$ cat config.mk
export PLATFORM = sky130hd
export DESIGN_NAME = tile_slot_cache
export DESIGN_NICKNAME = d
export VERILOG_FILES = /design/src/hdl/tsc_pkg.sv /design/src/hdl/tile_slot_cache.sv /design/src/hdl/tsc_datapath.sv /design/src/hdl/tsc_ctrl.sv
export SDC_FILE = /design/constraint.sdc
export NUM_CORES = 2
export LEC_CHECK = 0
export ABC_AREA = 1
export BUFFER_PORTS_ARGS = -buffer_cell sky130_fd_sc_hd__buf_2
export CELL_PAD_IN_SITES_DETAIL_PLACEMENT = 1
export CELL_PAD_IN_SITES_GLOBAL_PLACEMENT = 1
export CORE_MARGIN = 8
export CORE_UTILIZATION = 45
export CTS_CLUSTER_DIAMETER = 40
export CTS_CLUSTER_SIZE = 8
export DETAILED_ROUTE_END_ITERATION = 7
export PLACE_DENSITY_LB_ADDON = 0.1
export SLEW_MARGIN = 20
export SYNTH_ARGS = -nofsm -noshare
export SYNTH_HDL_FRONTEND = slang
export SYNTH_SLANG_ARGS = --single-unit
$ cat constraint.sdc
create_clock -name clock -period 9.3 [get_ports clock]
set_input_delay 1.86 -clock clock [delete_from_list [all_inputs] [get_ports clock]]
set_output_delay 1.86 -clock clock [all_outputs]
set_load 0.03 [all_outputs]
$ cat src/hdl/tsc_pkg.sv
// Shared types and constants for the tile slot cache.
package tsc_pkg;

   localparam int SLOTS      = 40;
   localparam int COORD_BITS = 18;
   localparam int SLOT_BITS  = 6;
   localparam int CMD_BITS   = 2;

   localparam logic [CMD_BITS-1:0] CMD_PASS  = 2'd0;
   localparam logic [CMD_BITS-1:0] CMD_REQ   = 2'd1;
   localparam logic [CMD_BITS-1:0] CMD_INVAL = 2'd2;

   typedef struct packed {
      logic [CMD_BITS-1:0]   cmd;
      logic [COORD_BITS-1:0] tile_x;
      logic [COORD_BITS-1:0] tile_y;
      logic                  fetch_ok;
   } req_type;

   typedef struct packed {
      logic [SLOT_BITS-1:0] slot;
      logic                 hit;
      logic                 fetch;
      logic [SLOTS-1:0]     shown_mask;
   } rsp_type;

   // Commands from the controller to the datapath.
   typedef struct packed {
      logic load_req;
      logic execute;
   } ctl_type;

endpackage

$ cat src/hdl/tile_slot_cache.sv
// Top level of the tile slot cache: controller plus datapath.
//
// The tile slot cache manages forty fully associative slots for map tiles.
// An input beat on the req_ channel carries a command: begin a relayout pass,
// request a tile by column and row, or invalidate every slot. Every input
// beat produces exactly one result beat on the rsp_ channel, carrying the
// serving slot, the hit and fetch flags, and the mask of slots shown.
// A beat is taken at a rising edge where valid is high and stall is low.
// The block works on one beat at a time. After an input beat is accepted,
// the execute state runs the parallel tag compare, the victim priority encode
// and the flag update, and the result beat is offered from the next cycle on.
// The controller then waits for the result to be taken before it drops
// req_stall, so no new beat is taken until the previous result is gone;
// this order is set by the three-state controller sequence.
// While the receiver holds rsp_stall high the result beat stays valid and
// unchanged, and no new input beat is accepted.
// Reset clears every loaded, in-use and ever-used flag and returns the
// controller to idle; tags need no clearing because an unloaded slot never hits.
module tile_slot_cache
   import tsc_pkg::*;
(
   input  logic    clock,
   input  logic    reset,
   input  logic    req_valid,
   output logic    req_stall,
   input  req_type req_data,
   output logic    rsp_valid,
   input  logic    rsp_stall,
   output rsp_type rsp_data
);

   ctl_type ctl;

   // Sequencing: accept, execute, hold the result until it is taken.
   tsc_ctrl u_ctrl (
      .clock     (clock),
      .reset     (reset),
      .req_valid (req_valid),
      .req_stall (req_stall),
      .rsp_valid (rsp_valid),
      .rsp_stall (rsp_stall),
      .ctl       (ctl)
   );

   // Tag store, slot flags and the result register.
   tsc_datapath u_datapath (
      .clock    (clock),
      .reset    (reset),
      .ctl      (ctl),
      .req_data (req_data),
      .rsp_data (rsp_data)
   );

endmodule

$ cat src/hdl/tsc_datapath.sv
// Datapath of the tile slot cache: tag store, slot flags, lookup and victim choice.
module tsc_datapath
   import tsc_pkg::*;
(
   input  logic    clock,
   input  logic    reset,
   input  ctl_type ctl,
   input  req_type req_data,
   output rsp_type rsp_data
);

   req_type               req_ff;
   rsp_type               rsp_ff;
   rsp_type               rsp_in;
   logic [COORD_BITS-1:0] tag_col_ff [SLOTS];
   logic [COORD_BITS-1:0] tag_row_ff [SLOTS];
   logic [SLOTS-1:0]      loaded_ff, loaded_in;
   logic [SLOTS-1:0]      used_ff, used_in;
   logic [SLOTS-1:0]      ever_ff, ever_in;
   logic [SLOTS-1:0]      match;
   logic [SLOT_BITS-1:0]  match_idx, free_idx, idle_idx, victim, slot_sel;
   logic                  tag_wr;
   logic                  hit, fetch;

   // Lowest set bit wins.
   function automatic logic [SLOT_BITS-1:0] first_set(input logic [SLOTS-1:0] v);
      logic [SLOT_BITS-1:0] idx;
      idx = '0;
      for (int i = SLOTS - 1; i >= 0; i--) begin
         if (v[i]) begin
            idx = SLOT_BITS'(i);
         end
      end
      return idx;
   endfunction

   always_comb begin
      for (int i = 0; i < SLOTS; i++) begin
         match[i] = loaded_ff[i] && (tag_col_ff[i] == req_ff.tile_x)
                    && (tag_row_ff[i] == req_ff.tile_y);
      end
   end

   assign match_idx = first_set(match);
   assign free_idx  = first_set(~ever_ff);
   assign idle_idx  = first_set(~used_ff);

   always_comb begin
      if (~&ever_ff) begin
         victim = free_idx;
      end else if (~&used_ff) begin
         victim = idle_idx;
      end else begin
         victim = '0;
      end
   end

   always_comb begin
      loaded_in = loaded_ff;
      used_in   = used_ff;
      ever_in   = ever_ff;
      tag_wr    = 1'b0;
      slot_sel  = '0;
      hit       = 1'b0;
      fetch     = 1'b0;
      if (ctl.execute) begin
         case (req_ff.cmd)
            CMD_PASS: begin
               used_in = '0;
            end
            CMD_INVAL: begin
               loaded_in = '0;
               used_in   = '0;
            end
            CMD_REQ: begin
               if (|match) begin
                  slot_sel          = match_idx;
                  hit               = 1'b1;
                  used_in[slot_sel] = 1'b1;
               end else begin
                  slot_sel            = victim;
                  fetch               = 1'b1;
                  tag_wr              = 1'b1;
                  used_in[slot_sel]   = 1'b1;
                  ever_in[slot_sel]   = 1'b1;
                  loaded_in[slot_sel] = req_ff.fetch_ok;
               end
            end
            default: begin
            end
         endcase
      end
      rsp_in.slot       = slot_sel;
      rsp_in.hit        = hit;
      rsp_in.fetch      = fetch;
      rsp_in.shown_mask = ever_in & used_in;
   end

   always_ff @(posedge clock) begin
      if (reset) begin
         loaded_ff <= '0;
         used_ff   <= '0;
         ever_ff   <= '0;
      end else begin
         loaded_ff <= loaded_in;
         used_ff   <= used_in;
         ever_ff   <= ever_in;
      end
   end

   always_ff @(posedge clock) begin
      if (ctl.load_req) begin
         req_ff <= req_data;
      end
      if (ctl.execute) begin
         rsp_ff <= rsp_in;
      end
      if (tag_wr) begin
         tag_col_ff[slot_sel] <= req_ff.tile_x;
         tag_row_ff[slot_sel] <= req_ff.tile_y;
      end
   end

   assign rsp_data = rsp_ff;

endmodule

$ cat src/hdl/tsc_ctrl.sv
// Controller of the tile slot cache: accept, execute and deliver sequencing.
module tsc_ctrl
   import tsc_pkg::*;
(
   input  logic    clock,
   input  logic    reset,
   input  logic    req_valid,
   output logic    req_stall,
   output logic    rsp_valid,
   input  logic    rsp_stall,
   output ctl_type ctl
);

   typedef enum logic [2:0] {
      ST_IDLE = 3'b001,
      ST_EXEC = 3'b010,
      ST_RESP = 3'b100
   } state_type;

   state_type state_ff, state_in;

   always_comb begin
      state_in     = state_ff;
      ctl.load_req = 1'b0;
      ctl.execute  = 1'b0;
      unique case (state_ff)
         ST_IDLE: begin
            if (req_valid) begin
               ctl.load_req = 1'b1;
               state_in     = ST_EXEC;
            end
         end
         ST_EXEC: begin
            ctl.execute = 1'b1;
            state_in    = ST_RESP;
         end
         ST_RESP: begin
            if (!rsp_stall) begin
               state_in = ST_IDLE;
            end
         end
         default: begin
            state_in = ST_IDLE;
         end
      endcase
   end

   always_ff @(posedge clock) begin
      if (reset) begin
         state_ff <= ST_IDLE;
      end else begin
         state_ff <= state_in;
      end
   end

   assign req_stall = (state_ff != ST_IDLE);
   assign rsp_valid = (state_ff == ST_RESP);

endmodule

# After elaboration in Yosys (flattened, before gate mapping)
# Memories as Yosys holds them, arrays and structs flattened.
# Index checks and enable logic that the tools add are counted.
[classes] order_cmp=4 n_eq_ne=89 muxes=150 bitwise=6 n_reduce_logical=90
[op_table] operator="== test 18 bit" n=80
[op_table] operator="two-way mux 6 bit" n=125
[op_table] operator="two-way mux 40 bit" n=6
[op_table] operator="one-hot mux 40 bit (2 select lines)" n=2
[op_table] operator="OR 40 bit" n=3
[op_table] operator="logical AND 1 bit" n=82
[op_table] operator="NOT 40 bit" n=2
[op_table] operator="AND reduction 40 bit" n=2
[op_table] operator="AND 40 bit" n=1
[op_table] operator="bitwise mux 40 bit" n=1
[op_table] operator="OR reduction 40 bit" n=1
[op_table] operator="< comparator 6 x 7 -> 1 bit, second input constant" n=2
[op_table] operator="demux 1 bit (select 6 bit)" n=2
[op_table] operator="greater-or-equal comparator 6 x 1 -> 1 bit, second input constant" n=2
[op_table] operator="two-way mux 1 bit" n=11
[op_table] operator="one-hot mux 3 bit (3 select lines)" n=1
[op_table] operator="two-way mux 3 bit" n=2
[op_table] operator="!= test 2 bit, second input constant" n=3
[op_table] operator="== test 3 x 1 -> 1 bit, second input constant" n=1
[op_table] operator="== test 3 x 2 -> 1 bit, second input constant" n=1
[op_table] operator="== test 3 bit, second input constant" n=1
[op_table] operator="!= test 3 x 1 -> 1 bit, second input constant" n=1
[op_table] operator="AND reduction 3 bit" n=1
[op_table] operator="== test 2 x 1 -> 1 bit, second input constant" n=1
[op_table] operator="other kinds (5)" n=5
[totals] reg_bits=210 ramBits=1440 in_bits=43 out_inout_bits=50 word_cells=353 memories=2
[mem_list] memory="u_datapath.tag_col_ff" words=40 word_bits=18 rd=40 rd_clocked_by_memory_dff=0 write_ports=1 line="tsc_datapath.sv:15" source="logic [COORD_BITS-1:0] tag_col_ff [SLOTS];"
[mem_list] memory="u_datapath.tag_row_ff" words=40 word_bits=18 rd=40 rd_clocked_by_memory_dff=0 write_ports=1 line="tsc_datapath.sv:16" source="logic [COORD_BITS-1:0] tag_row_ff [SLOTS];"

# Longest topological paths before layout
[depth] word_depth=52 depth_mapped=53 depth_no_buf=52

# Hierarchy
# Synthesis repeated with hierarchy kept, for this count alone.
[unflattened] hier_cells=5725 area_unflattened_um2=70799.2
[modules_own_cells] module="tsc_datapath" instances=1 cells_each=5705 area_each_um2=70645.3 seq_area_each_um2=48256.3
[modules_own_cells] module="tsc_ctrl" instances=1 cells_each=20 area_each_um2=153.9 seq_area_each_um2=60.1

# Worst setup path after synthesis
# No wires, ideal clock.
[synth_timing] path_kind="register to register" startpoint="register u_ctrl.state_ff[1]" endpoint="memory u_datapath.tag_col_ff[8][0] (enable)" setup_ps=429 t_arrival_ps=7069 required_ps=8871 path_slack_ps=1802 path_stages_with_launch=8 n_path_buf=1 synth_period_minus_slack_ps=7498 cell_sequence="dfxtp_1 inv_1 nor3_1 nand2_1 nor2_2 buf_1 nand4_2 nor2_1"
[synth_via] elab_chain_cells=5 elab_cells_between_ends=6 cone_classes="eq/ne: 1; mux: 5"
[synth_lines] element="from (decl)" line="tsc_ctrl.sv:20" source="state_type state_ff, state_in;"
[synth_lines] element="from (signal assigned)" line="tsc_ctrl.sv:52" source="state_ff <= state_in;"
[synth_lines] element="== test 3 x 2 -> 1 bit *" line="tsc_ctrl.sv:26" source="unique case (state_ff)"
[synth_lines] element="two-way mux 1 bit *" line="tsc_ctrl.sv:26"
[synth_lines] element="two-way mux 1 bit" line="tsc_datapath.sv:66" source="if (ctl.execute) begin"
[synth_lines] element="two-way mux 1 bit" line="tsc_datapath.sv:118" source="if (tag_wr) begin"
[synth_lines] element="two-way mux 1 bit (not written as such)" line="tsc_datapath.sv:119" source="tag_col_ff[slot_sel] <= req_ff.tile_x;"
[synth_lines] element="to (decl)" line="tsc_datapath.sv:15"
# Every way passes the cells marked *; elsewhere a longest branch is shown, timed or not.

# Worst setup path in the final report
[layout_timing] startpoint="register u_datapath.req_ff[8] (netlist name)" endpoint="memory u_datapath.tag_row_ff[35][8] (enable)"
[layout_via] elab_chain_cells=45 elab_cells_between_ends=129 cone_classes="eq/ne: 40; mux: 48; reduce/logical: 41"
[layout_lines] element="from (decl)" line="tsc_datapath.sv:12" source="req_type req_ff;"
[layout_lines] element="from (signal assigned)" line="tsc_datapath.sv:113" source="req_ff <= req_data;"
[layout_lines] element="== test 18 bit" line="tsc_datapath.sv:40" source="&& (tag_row_ff[i] == req_ff.tile_y);"
[layout_lines] element="logical AND 1 bit" line="tsc_datapath.sv:40"
[layout_lines] element="two-way mux 6 bit (40 in series)" line="tsc_datapath.sv:30" source="if (v[i]) begin"
[layout_lines] element="two-way mux 6 bit" line="tsc_datapath.sv:76" source="if (|match) begin"
[layout_lines] element="two-way mux 6 bit" line="tsc_datapath.sv:67" source="case (req_ff.cmd)"
[layout_lines] element="two-way mux 6 bit" line="tsc_datapath.sv:66"
[layout_lines] element="to (decl)" line="tsc_datapath.sv:16"
# Several ways; a longest one is shown, not always the timed one.

==> results_dict.tcl <==
set metrics [dict create \
    outcome "finished clean" \
    crit_required_ps 9790 \
    synthTopCellsByCount "1527 x edfxtp_1, 959 x nand2_1, 418 x nor2_1" \
    timing.final.crit_period_ps 7628 \
    syn_area_um2 70820 \
    timing.critical_path.to_type "register" \
    drv_slew 0 \
    cpMostUsedCell "nand2_1" \
    cp_slowest_cell "nor2_4" \
    vias 52210 \
    drtIter0Drc 7284 \
    area_delta_synth_final_pct 17.36 \
    path_clk_slew_ps 50 \
    path_class "reg2reg" \
    power.leakage_nw 27.55 \
    maxCapViolCount 0 \
    hold_viol 0 \
    start_kind "register" \
    r2r_cells 43 \
    syn-instance-count 5728 \
    io_pins 93 \
    ctsLongestPathBuffers 4 \
    yosysTopAreaCell "edfxtp_1" \
    cts_resized 0 \
    drc 0 \
    cts.sinks 1650 \
    cts_hold_buf 0 \
    finalWirelength_um 284000 \
    die_x_um 412.7 \
    overflow 0 \
    wl_per_cell_um 34.47 \
    peakVddDrop_mv 0.2123 \
    root_buffer "clkbuf_16" \
    synthTopCellsByArea "edfxtp_1 65%, nand2_1 5.1%, xnor2_1 4.9%, dfxtp_1 3.5%, o21ai_0 2.5%" \
    cts_tree "built" \
    synth_top_area_share_pct 64.75 \
    synth-edff-count 1527 \
    critPathMaxStageDelay_ps 1060 \
    io_buffers 92 \
    synthArstFlopShare_pct 0 \
    viasPerCell 6.337 \
    grt_pass1_vias 52810 \
    cts_setup_buffers 0 \
    fmax_mhz 131.1 \
    dp.cells 7794 \
    dieArea_um2 170300 \
    dp_hpwl_um 169600 \
    tns_ps 0 \
    rsz0062_at_grt "false" \
    syn_avg_cell_area_um2 12.36 \
    synth_fp_nets 5771 \
    synth_ff_type "edfxtp_1" \
    fin_crit_sh_pct 82.02 \
    antenna_found_initial 19 \
    final_core_util_pct 53.21 \
    cellPowerDensity_nw_per_um2 233.4 \
    ys_seq_area_share_pct 68.22 \
    finalSetupViolations 0 \
    cts_max_level 5 \
    gp_congestion 0.9067 \
    drtAntennaViolNets 0 \
    grtUsageTotal_pct 32.68 \
    final_cells 8239 \
    synth-seq-cells 1650 \
    synthMostInstantiatedCell "edfxtp_1" \
    rows 145 \
    tightest_slew_ps 1192 \
    slew_headroom_pct 20.54 \
    whs_path_depth 2 \
    layout.nets 6075 \
    synth_cell_types 57 \
    ys_warn_count 0 \
    dieHeight_um 412.7 \
    dr.pass1.iters 6 \
    cp.arrival_ps 8120 \
    drive_gt1_share_pct 13.31 \
    core-area_um2 156200 \
    clock_skew_ps 58.28 \
    grt_max_degree 85 \
    hp-class "reg2reg" \
    fillCellCount 15680 \
    cts_buffers 294 \
    start_util_pct 45.34 \
    grt_pass1_wl_um 395700 \
    crit_fanout 36 \
    insertion_delay_ps 920 \
]
## report_power, final
part	switching (mW)	internal, mW
Sequential	0.0222	8.19
Combinational	1.12	0.321
Clock	3.46	6.28
Total	4.60	14.8
## area by class of cell
cell class / instances / area, um^2 / area share [%]
clock inverters: 85 / 824.5 / 0.9921
clock buffers: 354 / 7835 / 9.427
repair buffers: 290 / 2285 / 2.749
well taps: 2058 / 2575 / 3.098
multi-input cells: 3499 / 20130 / 24.21
flip-flops and latches: 1650 / 48320 / 58.13
inverters: 297 / 1137 / 1.368
diodes: 6 / 15.01 / 0.01806
## layer usage
layer  global-route usage, %  wire length, um  share of wire (%)
met5                       0               26             0.0092
met3                   7.039            28280                 10
met4                   13.76            13460                4.7
met1                   43.52           112200                 40
met2                   52.03           130000                 46
## critical path: cells and delay by family, from the launching register on
family	cells	cell delay, ps
flops	1	440
buf+inv	2	1450
simple gates	40	5120
compound gates	1	80
## worst paths after layout
check	from	slack (ps)	endpoint
worst max-delay path	u_datapath.req_ff[8]	1670	u_datapath.tag_row_ff[35][8]
worst min-delay path	u_datapath.loaded_ff[15]	470	u_datapath.loaded_ff[15]
worst max register to register	u_datapath.req_ff[8]	1670	u_datapath.tag_row_ff[35][8]
worst min register to register	u_datapath.loaded_ff[15]	470	u_datapath.loaded_ff[15]
## kinds of logic (layout without fill, tap and decap cells)
kind of cell              after synthesis  after routing  synth area share (%)
and+or+nand+nor                      1935           1935                 12.38
DFF                                  1650           1650                 68.22
AOI/OAI and AO/OA                    1092           1092                 9.737
buffers and inverters                 579           1026                 3.816
other                                   0              6                     0
xor gates and xnor gates              472            472                 5.837
## sequential cells by signal (all words and copies together), names as in the netlist
signal	cells
u_datapath.tag_col_ff	720
u_datapath.loaded_ff	40
u_datapath.req_ff	39
u_datapath.ever_ff	40
u_datapath.rsp_data	48
u_ctrl.state_ff	3
u_datapath.used_ff	40
u_datapath.tag_row_ff	720
## metrics by stage
step	total power, mW	hold WS (ps)	cell area, um^2	setup slack (ps)
3_3_place_gp	9.737	463.2	74420	1783
5_1_grt	19.80	501.3	83100	1384
6_report	19.40	473.6	83110	1672
3_5_place_dp	9.758	471.2	74440	1964
4_1_cts	19.45	474.4	83100	1855
2_1_floorplan	9.015	430.2	70820	1802
## layout by cell type, fill, tap and decap left out, types with 114 or more instances in the layout
master     netlist  final
edfxtp_1      1527   1527
nand2_1        959    957
xnor2_1        398    398
nor2_1         418    376
o21ai_0        358    358
clkbuf_16        0    304
inv_1          262    255
o22ai_1        219    219
buf_4           33    171
a21oi_1        154    154
nor4_1         130    130
dfxtp_1        123    123
nand3_1        118    118
nand4_1        114    114
Note: power is estimated with default switching activity, not from simulation.
